[src/design/pnmes_ram.sv]
module pnmes_ram #(
  parameter int WIDTH = 8,
  parameter int DEPTH = 16
) (
  input  logic                     clk_i,
  input  logic                     we_i,
  input  logic [$clog2(DEPTH)-1:0] waddr_i,
  input  logic [WIDTH-1:0]         wdata_i,
  input  logic                     re_i,
  input  logic [$clog2(DEPTH)-1:0] raddr_i,
  output logic [WIDTH-1:0]         rdata_o
);

  logic [WIDTH-1:0] mem_q [DEPTH];
  logic [WIDTH-1:0] rdata_q;

  // one write port
  always_ff @(posedge clk_i) begin
    if (we_i) begin
      mem_q[waddr_i] <= wdata_i;
    end
  end

  // one registered read port
  always_ff @(posedge clk_i) begin
    if (re_i) begin
      rdata_q <= mem_q[raddr_i];
    end
  end

  assign rdata_o = rdata_q;

endmodule

[config.mk]
export PLATFORM = sky130hd
export DESIGN_NAME = pnmes_ram
export DESIGN_NICKNAME = d
export VERILOG_FILES = /design/src/design/pnmes_ram.sv
export SDC_FILE = /design/constraint.sdc
export NUM_CORES = 1
export LEC_CHECK = 0
export ABC_AREA = 1
export BUFFER_PORTS_ARGS = -buffer_cell sky130_fd_sc_hd__buf_2
export CAP_MARGIN = 20
export CELL_PAD_IN_SITES_DETAIL_PLACEMENT = 0
export CELL_PAD_IN_SITES_GLOBAL_PLACEMENT = 1
export CORE_ASPECT_RATIO = 1.25
export CORE_MARGIN = 1.5
export CORE_UTILIZATION = 45
export DETAILED_ROUTE_END_ITERATION = 8
export GPL_ROUTABILITY_DRIVEN = 0
export PLACE_DENSITY_LB_ADDON = 0.1
export SLEW_MARGIN = 20
export SYNTH_ARGS = -nofsm -noshare
export SYNTH_HDL_FRONTEND = slang
export SYNTH_SLANG_ARGS = --single-unit
[constraint.sdc]
create_clock -name clk_i -period 1.45 [get_ports clk_i]
set_input_delay 0 -clock clk_i [delete_from_list [all_inputs] [get_ports clk_i]]
set_output_delay 0 -clock clk_i [all_outputs]
set_load 0.01 [all_outputs]
## Word-level counts from Yosys, hierarchy flattened

Memory sizes are Yosys's and may differ from the RTL's. A register that Yosys moved wholly into a read port is not among the register bits.
Index checks and enable logic that the tools add are counted.

- Register bits after elaboration: 0
- Memory bits (writable): 128
- Input port bits: 19
- Output and inout port bits: 8
- Logic and storage cells: 3
- Memories: 1

Memory list:

| memory | words | bits a word | read ports | clocked after memory_dff | wr ports | line | source |
|---|---|---|---|---|---|---|---|
| mem_q | 16 | 8 | 1 | 1 | 1 | 14 | `logic [WIDTH-1:0] mem_q [DEPTH];` |

- Mux-type cells: 2

Operators with widths:

| kind | count |
|---|---|
| 1-bit two-way mux | 2 |

## Longest topological paths before layout

Gate-level depths: netlist of run 1.

- Word-level depth: 2
- Gate-level depth with buffers: 8

## Worst setup path after synthesis of run 1

No wires, ideal clock.

- Kind: in2reg
- Start: in waddr_i[2]
- End: mem mem_q[10][0], enable pin
- Arrival time: 581 ps
- Required time: 1080 ps
- Slack: 499 ps
- Stages on the path: 2
- Path buffers: 0
- Cells stage by stage: nand3b_1 > nor2_1

RTL lines:

| element | line | source |
|---|---|---|
| from (decl) | 7 | `input logic [$clog2(DEPTH)-1:0] waddr_i,` |
| to (decl) | 14 |  |

Straight into the memory's write port.

==> out/results.tsv, run 1 <==
stage	metric	value	unit
status	status	finished, final reports clean	
floorplan	# rows	46	
routing	met1 wire length	5740	µm
worst_setup_path	CP bufs+invs	1	
power_and_ir_drop	Pleak	0.00295	µW
sta	Setup-failing EPs final	0	
floorplan	die height	130	µm
synthesis	proportion of synthesized chip area in sequential cells	69.8	%
worst_setup_path	most frequent CP cell	nand3_1	
clocking	CTS Sinks	136	
worst_setup_path	Top delay family on crit path	simple AND/OR/NAND/NOR gates	
global_route	largest net degree at the start of global routing	35	
global_route	vias in the first global route	3614	
sta	setup ws final	228	ps
global_route	global route overflow	0	
worst_setup_path	CP max FO	1	
worst_setup_path	worst path cell trace	inv_1 -> nand2_1 -> nand3_1 -> nand3_1 -> nand3_1 -> nand2_1	
min_path	HP Class	in -> reg	
synthesis	Post-Synthesis Net Count	570	
global_route	global-route wire length before repair	20600	µm
worst_setup_path	Data arrival, critical path	1380	ps
synthesis	Cell variety after synth	11	
worst_setup_path	Critical Setup Path Class	reg -> reg	
floorplan	Die X	105	µm
routing	Via density	4.84	
routing	DRC violations left	0	
clocking	Clock Path Buffers	2	
worst_setup_path	Req. time, crit path	1610	ps
sta	Worst Clk Skew	6.82	ps
synthesis	synthesized area	0.00585	mm²
cells_and_area	Final Core Density	53.9	%
sta	RSZ-0062 raised after global routing	false	
cells_and_area	final instance count without filler cells	779	
clocking	CTS buffer count	17	
job	max-cap violations	0	
power_and_ir_drop	maximum VDD drop	1.15	mV
worst_setup_path	Startpoint Class	register	
global_route	initial antenna violation count	0	
power_and_ir_drop	Tot Pwr	9180	µW
routing	WL/cell	17.1	µm
floorplan	Initial Util	46.2	%
sta	crit share post-route	84.3	%
routing	met2 WL	6810	µm
place	Setup WS pre-CTS	87.2	ps
clocking	CTS-repair resized insts	0	
cells_and_area	share of cells above drive strength 1	13.6	%
worst_setup_path	CP Capture Type	register	
routing	Initial DRC Count	180	
worst_setup_path	Slowest-stage cell, CP	edfxtp_1	
synthesis	flops & latches, synth	136	
cells_and_area	# diodes	0	
sta	Slew HR	56.8	%
routing	Pre-antenna DRT Iters	4	
floorplan	Placeable Area	0.0127	mm²
clocking	insertion delay to the later sink of the worst-skew pair	410	ps
worst_setup_path	critical path's largest stage delay	360	ps
floorplan	io pins	27	
clocking	Root Buffer	clkbuf_16	
sta	fmax	0.818	GHz
sta	Fin Setup TNS	0	ps
synthesis	Post-Synthesis Cells	551	
place	port bufs	26	
place	DP HPWL	8440	µm
sta	worst slew pin tran	647	ps
sta	Slew Limit Fails	0	
cells_and_area	final net count	617	
routing	highest metal used	met4	
synthesis	Mapped Avg Cell Area	10.6	µm²
synthesis	Warnings, synthesis	0	
routing	Met3 Wirelength	576	µm
sta	Hold Fails Final Rpt	0	
routing	final antenna-violating net count	0	
cells_and_area	area delta synth->final	16.7	%
routing	via count	3771	
clocking	clk slew on worst S/H paths	60	ps
power_and_ir_drop	Power Density	1350	mW/mm²
routing	final wirelength	13400	µm
place	DP Cell Count	745	
floorplan	die area	0.0137	mm²
global_route	Total GRT Usage	21.1	%
clocking	H-tree depth reported by CTS	4	
sta	min Tclk post-route	1220	ps
clocking	CTS tree	done	
synth_stat cells:
library cell / n / share of area (%)
nand2_1: 173 / 11
edfxtp_1: 136 / 70
inv_1: 100 / 6.4
nand3_1: 97 / 8.3
nor2_1: 17 / 1.1
buf_2: 13 / 1.1
buf_6: 6 / 1.2
buf_4: 4 / 0.51
inv_2: 2 / 0.13
nand3b_1: 2 / 0.26
buf_1: 1 / 0.064
power by group:
| group | switching, µW | internal, µW | total [µW] |
|---|---|---|---|
| clock | 1650 | 2530 | 4180 |
| combinational | 390 | 165 | 555 |
| sequential | 21.1 | 4430 | 4450 |
final timing paths:
kind | depth (start not counted) | endpoint | slack, ps | from
max | 6 | rdata_o[5]$_DFFE_PP_ | 230 | mem_q[11][5]$_DFFE_PP_
min reg2reg | 6 | rdata_o[1]$_DFFE_PP_ | 750 | mem_q[3][1]$_DFFE_PP_
min | 1 | mem_q[11][4]$_DFFE_PP_ | 20 | wdata_i[4]
max reg2reg | 6 | rdata_o[5]$_DFFE_PP_ | 230 | mem_q[11][5]$_DFFE_PP_
cells in the final DEF (no fill, tap or decap):
cell type	synthesis	final
buf_12	0	2
buf_2	13	26
edfxtp_1	136	136
nand3b_1	2	2
inv_6	0	2
clkinvlp_4	0	4
bufinv_16	0	2
nand3_1	97	97
inv_2	2	2
clkinv_2	0	3
nand2_1	173	173
clkbuf_16	0	17
nor2_1	17	17
inv_1	100	100
clkinv_4	0	3
clkinv_1	0	1
buf_4	4	22
dlygate4sd3_1	0	2
registers in the layout, summed over array words and instances (netlist names):
register  count
rdata_o       8
mem_q       128
cells by family after synthesis:
| logic type | after synthesis | synth area share [%] |
|---|---|---|
| buffers and inverters | 126 | 9.39 |
| DFF | 136 | 69.8 |
| and+or+nand+nor | 289 | 20.8 |
layout make-up:
type	instances	area (µm²)
fill	1166	5840
sequential	136	4080
multi-input combinational	289	1210
clock buffer	17	425
inverter	102	383
timing repair buffer	52	355
tap	168	210
clock inverter	15	153
layer usage:
layer  GRT usage, %  vias up
li1               -     1879
met1           25.5     1793
met2           36.9       80
met3           4.96       19
met4           8.22        0
met5              0        -
timing repair:
item | in CTS | in global routing
hold endpoints to repair | 8 | 4
buffers inserted | 0 | 0
hold buffers | 1 | 1
metrics by stage:
step                hold WS, ps  instance area (µm²)
finish                     20.7                 6820
global route               15.0                 6820
CTS                        4.38                 6810
detailed placement          380                 6230
global placement            372                 6230
floorplan                  98.9                 5850
Power figures use the tool's default switching activity.
==> inputs of run 2 (changes only) <==
--- a/config.mk
+++ b/config.mk
@@ -12,7 +12,7 @@
 export CELL_PAD_IN_SITES_GLOBAL_PLACEMENT = 1
 export CORE_ASPECT_RATIO = 1.25
 export CORE_MARGIN = 1.5
-export CORE_UTILIZATION = 45
+export CORE_UTILIZATION = 44
 export DETAILED_ROUTE_END_ITERATION = 8
 export GPL_ROUTABILITY_DRIVEN = 0
 export PLACE_DENSITY_LB_ADDON = 0.1
==> constraint.sdc (replaced) <==
create_clock -name clk_i -period 1.1 [get_ports clk_i]
set_input_delay 0 -clock clk_i [delete_from_list [all_inputs] [get_ports clk_i]]
set_output_delay 0 -clock clk_i [all_outputs]
set_load 0.01 [all_outputs]
==> run 2 against run 1 <==
  * Combinational power grew 58%
  * Via count grew 2.7%
  * Final cell count grew 1.5%
  * Routed wire length grew 2.0%
  * Maximum frequency grew 12%
  * Register-to-register slack lost 220 ps
  * Worst setup slack lost 220 ps
  * Hold slack lost 16 ps
  * Highest routed layer unchanged
==> out/results.tsv, run 2 (synthesis results as in run 1) <==
stage	metric	value	unit	change
status	status	finished, final reports clean		
place	Setup WS pre-CTS	-259	ps	-346 ps
power_and_ir_drop	Pleak	0.00311	µW	+5.6%
cells_and_area	# diodes	0		unchanged
clocking	insertion delay to the later sink of the worst-skew pair	420	ps	about the same
worst_setup_path	Req. time, crit path	1270	ps	-340 ps
sta	RSZ-0062 raised after global routing	true		
power_and_ir_drop	Sw Share	22.4	%	-0.057 points
cells_and_area	final net count	629		+1.9%
worst_setup_path	CP max FO	1		unchanged
routing	final wirelength	13600	µm	+2.0%
global_route	GR Util met3	3.95	%	-1.0 points
power_and_ir_drop	sequential share of power	48.3	%	-0.2 points
routing	Pre-antenna DRT Iters	4		unchanged
routing	via count	3872		+2.7%
global_route	largest net degree at the start of global routing	30		-14%
routing	WL/cell	17.2	µm	+0.42%
job	max-cap violations	0		unchanged
floorplan	Initial Util	45.6	%	-0.62 points
worst_setup_path	Slowest-stage cell, CP	edfxtp_1		
sta	Hold Slack	4.94	ps	-15.7 ps
clocking	CTS tree	done		
clocking	post-CTS setup buffer count	0		unchanged
clocking	CTS Sinks	136		unchanged
sta	fmax	0.914	GHz	+12%
worst_setup_path	critical path's largest stage delay	380	ps	+20 ps
power_and_ir_drop	Gate power share	7.2	%	+1.2 points
sta	min Tclk post-route	1090	ps	-128 ps
power_and_ir_drop	Tot Pwr	12100	µW	+32%
worst_setup_path	Data arrival, critical path	1260	ps	-120 ps
sta	Slew Limit Fails	0		unchanged
clocking	Clock Path Buffers	2		unchanged
routing	DRC violations left	0		unchanged
global_route	Total GRT Usage	21.2	%	+0.12 points
worst_setup_path	worst path cell trace	nand2_1 -> nand2_1 -> nand2_1 -> nand3_2 -> nand3_4 -> nand2_2		
global_route	M1 GR Usage	28.9	%	+3.4 points
cells_and_area	max reg flops	128		unchanged
sta	crit share post-route	99.5	%	+15 points
floorplan	io pins	27		unchanged
global_route	initial antenna violation count	0		unchanged
power_and_ir_drop	maximum VDD drop	1.13	mV	-2.1%
cells_and_area	commonest non-fill, non-tap cell in the layout	nand2_1		
power_and_ir_drop	Pint	9430	µW	+32%
power_and_ir_drop	Psw	2720	µW	+32%
worst_setup_path	Startpoint Class	register		
sta	Hold Fails Final Rpt	0		unchanged
floorplan	# rows	46		unchanged
cells_and_area	Reg with most FFs	mem_q		
global_route	GRT busiest layer	met2		
cells_and_area	most frequent cells in the layout	165 x nand2_1, 136 x edfxtp_1, 100 x inv_1		
routing	final antenna-violating net count	0		unchanged
global_route	met2 Use GR	33.7	%	-3.3 points
routing	Initial DRC Count	176		-2.2%
sta	Setup-failing EPs final	0		unchanged
floorplan	die height	132	µm	+1.1%
floorplan	die area	0.0140	mm²	+2.2%
clocking	clk slew on worst S/H paths	60	ps	about the same
cells_and_area	area delta synth->final	23.1	%	
sta	Slew HR	72.2	%	+15 points
floorplan	Placeable Area	0.0128	mm²	+1.4%
clocking	CTS buffer count	17		unchanged
clocking	H-tree depth reported by CTS	4		unchanged
sta	Worst Clk Skew	6.91	ps	+0.0812 ps
worst_setup_path	most frequent CP cell	nand2_1		
sta	setup ws final	5.55	ps	-222 ps
worst_setup_path	Critical Setup Path Class	reg -> reg		
global_route	global-route wire length before repair	21700	µm	+5.1%
power_and_ir_drop	Power Density	1690	mW/mm²	+25%
global_route	global route overflow	0		unchanged
sta	worst slew pin tran	417	ps	-230 ps
cells_and_area	share of cells above drive strength 1	22.6	%	+9.0 points
clocking	Root Buffer	clkbuf_16		
routing	Via density	4.90		+1.1%
floorplan	Die X	106	µm	+1.1%
place	port bufs	26		unchanged
worst_setup_path	CP Capture Type	register		
global_route	vias in the first global route	3889		+7.6%
min_path	HP Class	in -> reg		
power_and_ir_drop	Clock Power Share	44.5	%	-1.0 points
place	DP HPWL	8830	µm	+4.6%
==> run 2: repair_timing <==
item                                    CTS  global route
pin swaps                                 1            16
gates resized for setup                  13            37
hold buffers                              2             0
endpoints found under the hold margin     9             0
endpoints found under the setup margin    7             8
==> run 2: metrics by stage <==
| stage | instance area (µm²) | setup TNS, ps | std cells | util [%] |
|---|---|---|---|---|
| after floorplan | 5850 | 0 | 551 | - |
| after global placement | 6380 | -1080 | 757 | 49.7 |
| after detailed placement | 6380 | -1260 | 757 | 49.7 |
| after CTS | 7030 | -3.36 | 791 | 54.7 |
| after global routing | 7200 | -198 | 791 | 56.1 |
| final | 7200 | 0 | 791 | 56.1 |
==> run 2: cell type report <==
cell class	count	area, µm²
Inverter	102	383
Timing Repair Buffer	64	508
Tap cell	168	210
Clock inverter	15	136
Clock buffer	17	425
Sequential cell	136	4080
Fill cell	1129	5640
Multi-Input combinational cell	289	1450
==> run 2: power groups by stage <==
stage | Combinational [µW] | Sequential [µW] | Clock [µW]
6_report | 875 | 5870 | 5400
3_5_place_dp | 797 | 5980 | 0
5_1_grt | 973 | 5880 | 5700
3_3_place_gp | 795 | 5980 | 0
2_1_floorplan | 409 | 5990 | 0
4_1_cts | 826 | 5870 | 5440
==> run 2: path summary, 6_finish.rpt <==
path                            slack, ps                     to              startpoint  cells past startpoint
worst max-delay path                    6   rdata_o[1]$_DFFE_PP_  mem_q[12][1]$_DFFE_PP_                      6
worst min-delay path                    5  mem_q[1][7]$_DFFE_PP_              wdata_i[7]                      1
worst max register to register          6   rdata_o[1]$_DFFE_PP_  mem_q[12][1]$_DFFE_PP_                      6
worst min register to register        760   rdata_o[4]$_DFFE_PP_   mem_q[3][4]$_DFFE_PP_                      6
==> run 2: worst max-delay path, delay by kind of cell, from the launching register on <==
kind / cells / cell delay [ps]
AND/OR/NAND/NOR: 6 / 480
flip-flops: 1 / 380
==> run 2: routing by layer <==
layer  wire (µm)  vias up
met5           0        -
met4         246        0
met3         599       17
met2        6620       86
met1        6150     1868
li1            -     1901
==> inputs of run 3 (changes only) <==
--- a/config.mk
+++ b/config.mk
@@ -15,7 +15,7 @@
 export CORE_UTILIZATION = 44
 export DETAILED_ROUTE_END_ITERATION = 8
 export GPL_ROUTABILITY_DRIVEN = 0
-export PLACE_DENSITY_LB_ADDON = 0.1
+export PLACE_DENSITY = 0.86
 export SLEW_MARGIN = 20
 export SYNTH_ARGS = -nofsm -noshare
 export SYNTH_HDL_FRONTEND = slang
==> run 3 against run 2 <==
  * The run now ends with hold timing left
  * Sequential share of layout area increased by 0.82 points
  * Non-clock buffer count fell by 7
  * First-iteration DRC count up 120%
  * Register-to-register slack barely moved
  * Worst setup slack got worse by 2.2 ps
  * Total power increased by 4.0%
  * Die area did not move
  * Sequential cell count unchanged
  * Final area is 1.4% lower
  * Clock power up 10%
  * Largest cell class unchanged
==> out/results.tsv, run 3 (synthesis results as in run 1) <==
stage	metric	value	unit	change
status	status	complete, but fails checks		
status	failing checks	hold timing		
routing	Via density	5.03		+2.7%
clocking	Clock Path Buffers	2		unchanged
cells_and_area	fill count	1061		-6.0%
power_and_ir_drop	Pleak	0.00307	µW	-1.4%
worst_setup_path	origin of the critical flop-to-flop path	mem_q[3][0]$_DFFE_PP_		
place	port bufs	26		unchanged
clocking	CTS buffer count	17		unchanged
place	Placed Area	0.00631	mm²	-1.1%
sta	Slew Limit Fails	0		unchanged
sta	Worst Clk Skew	5.77	ps	-1.14 ps
cells_and_area	share of cells above drive strength 1	18.7	%	-4.0 points
floorplan	die height	132	µm	unchanged
sta	setup ws final	3.30	ps	-2.24 ps
sta	fmax	0.912	GHz	-0.20%
min_path	hold path depth	1		unchanged
place	Setup WS pre-CTS	-161	ps	+97.7 ps
global_route	global route overflow	0		unchanged
cells_and_area	most frequent cells in the layout	171 x nand2_1, 136 x edfxtp_1, 99 x inv_1		
worst_setup_path	Req. time, crit path	1270	ps	about the same
sta	Setup-failing EPs final	0		unchanged
worst_setup_path	Data arrival, critical path	1270	ps	about the same
sta	crit share post-route	99.7	%	+0.20 points
floorplan	# rows	46		unchanged
clocking	clk slew on worst S/H paths	60	ps	about the same
global_route	Total GRT Usage	20.1	%	-1.1 points
min_path	Worst Min Path Start	wdata_i[3]		
routing	Pre-antenna DRT Iters	8		+4
routing	via count	3943		+1.8%
clocking	insertion delay to the later sink of the worst-skew pair	420	ps	about the same
clocking	H-tree depth reported by CTS	4		unchanged
global_route	largest net degree at the start of global routing	33		+10%
cells_and_area	commonest non-fill, non-tap cell in the layout	nand2_1		
worst_setup_path	FF-to-FF path depth	6		unchanged
global_route	global-route wire length before repair	20900	µm	-3.7%
global_route	vias in the first global route	3933		+1.1%
cells_and_area	Reg with most FFs	mem_q		
global_route	initial antenna violation count	0		unchanged
floorplan	die area	0.0140	mm²	unchanged
clocking	post-CTS setup buffer count	0		unchanged
power_and_ir_drop	Power Density	1780	mW/mm²	+5.5%
job	max-cap violations	0		unchanged
routing	Initial DRC Count	394		+120%
sta	Hold Fails Final Rpt	2		+2
cells_and_area	# diodes	0		unchanged
floorplan	Initial Util	45.6	%	unchanged
worst_setup_path	Critical Setup Path Class	reg -> reg		
routing	final antenna-violating net count	0		unchanged
cells_and_area	final net count	622		-1.1%
worst_setup_path	Reg2Reg Capture Point	rdata_o[0]$_DFFE_PP_		
worst_setup_path	Startpoint Class	register		
min_path	Hold EP	mem_q[2][3]$_DFFE_PP_		
sta	min Tclk post-route	1100	ps	+2.24 ps
clocking	CTS Sinks	136		unchanged
cells_and_area	Final Cell Area	0.00709	mm²	-1.4%
cells_and_area	area delta synth->final	21.3	%	
floorplan	Placeable Area	0.0128	mm²	unchanged
power_and_ir_drop	maximum VDD drop	0.771	mV	-32%
worst_setup_path	CP max FO	1		unchanged
sta	RSZ-0062 raised after global routing	true		
routing	DRC violations left	0		unchanged
worst_setup_path	CP Capture Type	register		
routing	WL/cell	16.9	µm	-1.6%
sta	Fin Setup TNS	0	ps	unchanged
sta	Hold Slack	-1.05	ps	-5.99 ps
clocking	CTS tree	done		
sta	Slew HR	55.6	%	-17 points
clocking	Root Buffer	clkbuf_16		
cells_and_area	max reg flops	128		unchanged
routing	final wirelength	13300	µm	-2.4%
floorplan	Die X	106	µm	unchanged
floorplan	io pins	27		unchanged
sta	worst slew pin tran	665	ps	+248 ps
min_path	HP Class	in -> reg		
place	DP Cell Count	749		-1.1%
worst_setup_path	register-to-register setup slack	3	ps	about the same
cells_and_area	final instance count without filler cells	784		-0.88%
place	DP HPWL	8340	µm	-5.5%
==> run 3: cell types whose count changed in the layout (fill, tap and decap cells not counted), sizes merged <==
cell | before | now
dlygate4sd3 | 2 | 3
clkinv | 10 | 8
buf | 62 | 54
inv | 102 | 103
clkinvlp | 3 | 2
bufinv | 2 | 4
==> run 3: how the worst max path moves through the flow <==
stage	start	to	cells after the start
after floorplan	waddr_i[2]	mem_q[10][0]$_DFFE_PP_	2
after global placement	raddr_i[1]	rdata_o[7]$_DFFE_PP_	6
after detailed placement	raddr_i[1]	rdata_o[7]$_DFFE_PP_	6
after CTS	mem_q[5][1]$_DFFE_PP_	rdata_o[1]$_DFFE_PP_	6
after global routing	mem_q[13][3]$_DFFE_PP_	rdata_o[3]$_DFFE_PP_	6
final	mem_q[3][0]$_DFFE_PP_	rdata_o[0]$_DFFE_PP_	6
==> run 3: report_power, final <==
part | internal (µW) | total [µW] | switching (µW) | leakage [µW]
Combinational | 264 | 803 | 538 | 0.00153
Clock | 3790 | 5950 | 2160 | 0.000301
Sequential | 5840 | 5870 | 33.3 | 0.00124
==> run 3: through the flow <==
stage / power [µW] / util (%)
floorplan: 6390 / -
global placement: 6710 / 49.1
detailed placement: 6730 / 49.1
CTS: 12600 / 54.5
global route: 13000 / 55.3
finish: 12600 / 55.3
==> run 3: cell type report <==
| class | count | area [µm²] | area share [%] |
|---|---|---|---|
| clock inverter | 15 | 201 | 2.84 |
| sequential | 136 | 4080 | 57.6 |
| inverter | 102 | 383 | 5.40 |
| tap | 168 | 210 | 2.96 |
| timing repair buffer | 57 | 445 | 6.28 |
| clock buffer | 17 | 425 | 6.00 |
| multi-input combinational | 289 | 1340 | 18.9 |
==> run 3: per-layer routing <==
layer	track usage [%]	wire length [µm]
met1	25.0	5090
met2	33.4	6780
met3	5.04	1070
met4	8.48	354
met5	0	0
==> run 3: critical path, cell delays in order (launching register included) <==
cell      delay [ps]
edfxtp_1         380
nand2_1           80
nand2_1           60
nand2_1           80
nand3_2          100
nand3_2           90
nand2_1           60
==> run 3: repair_timing <==
action / 4_1_cts / 5_1_grt
resized for setup: 6 / 22
hold buffers: 3 / 0
pin swaps: 0 / 19
setup endpoints to repair: 4 / 8
hold endpoints to repair: 40 / 0
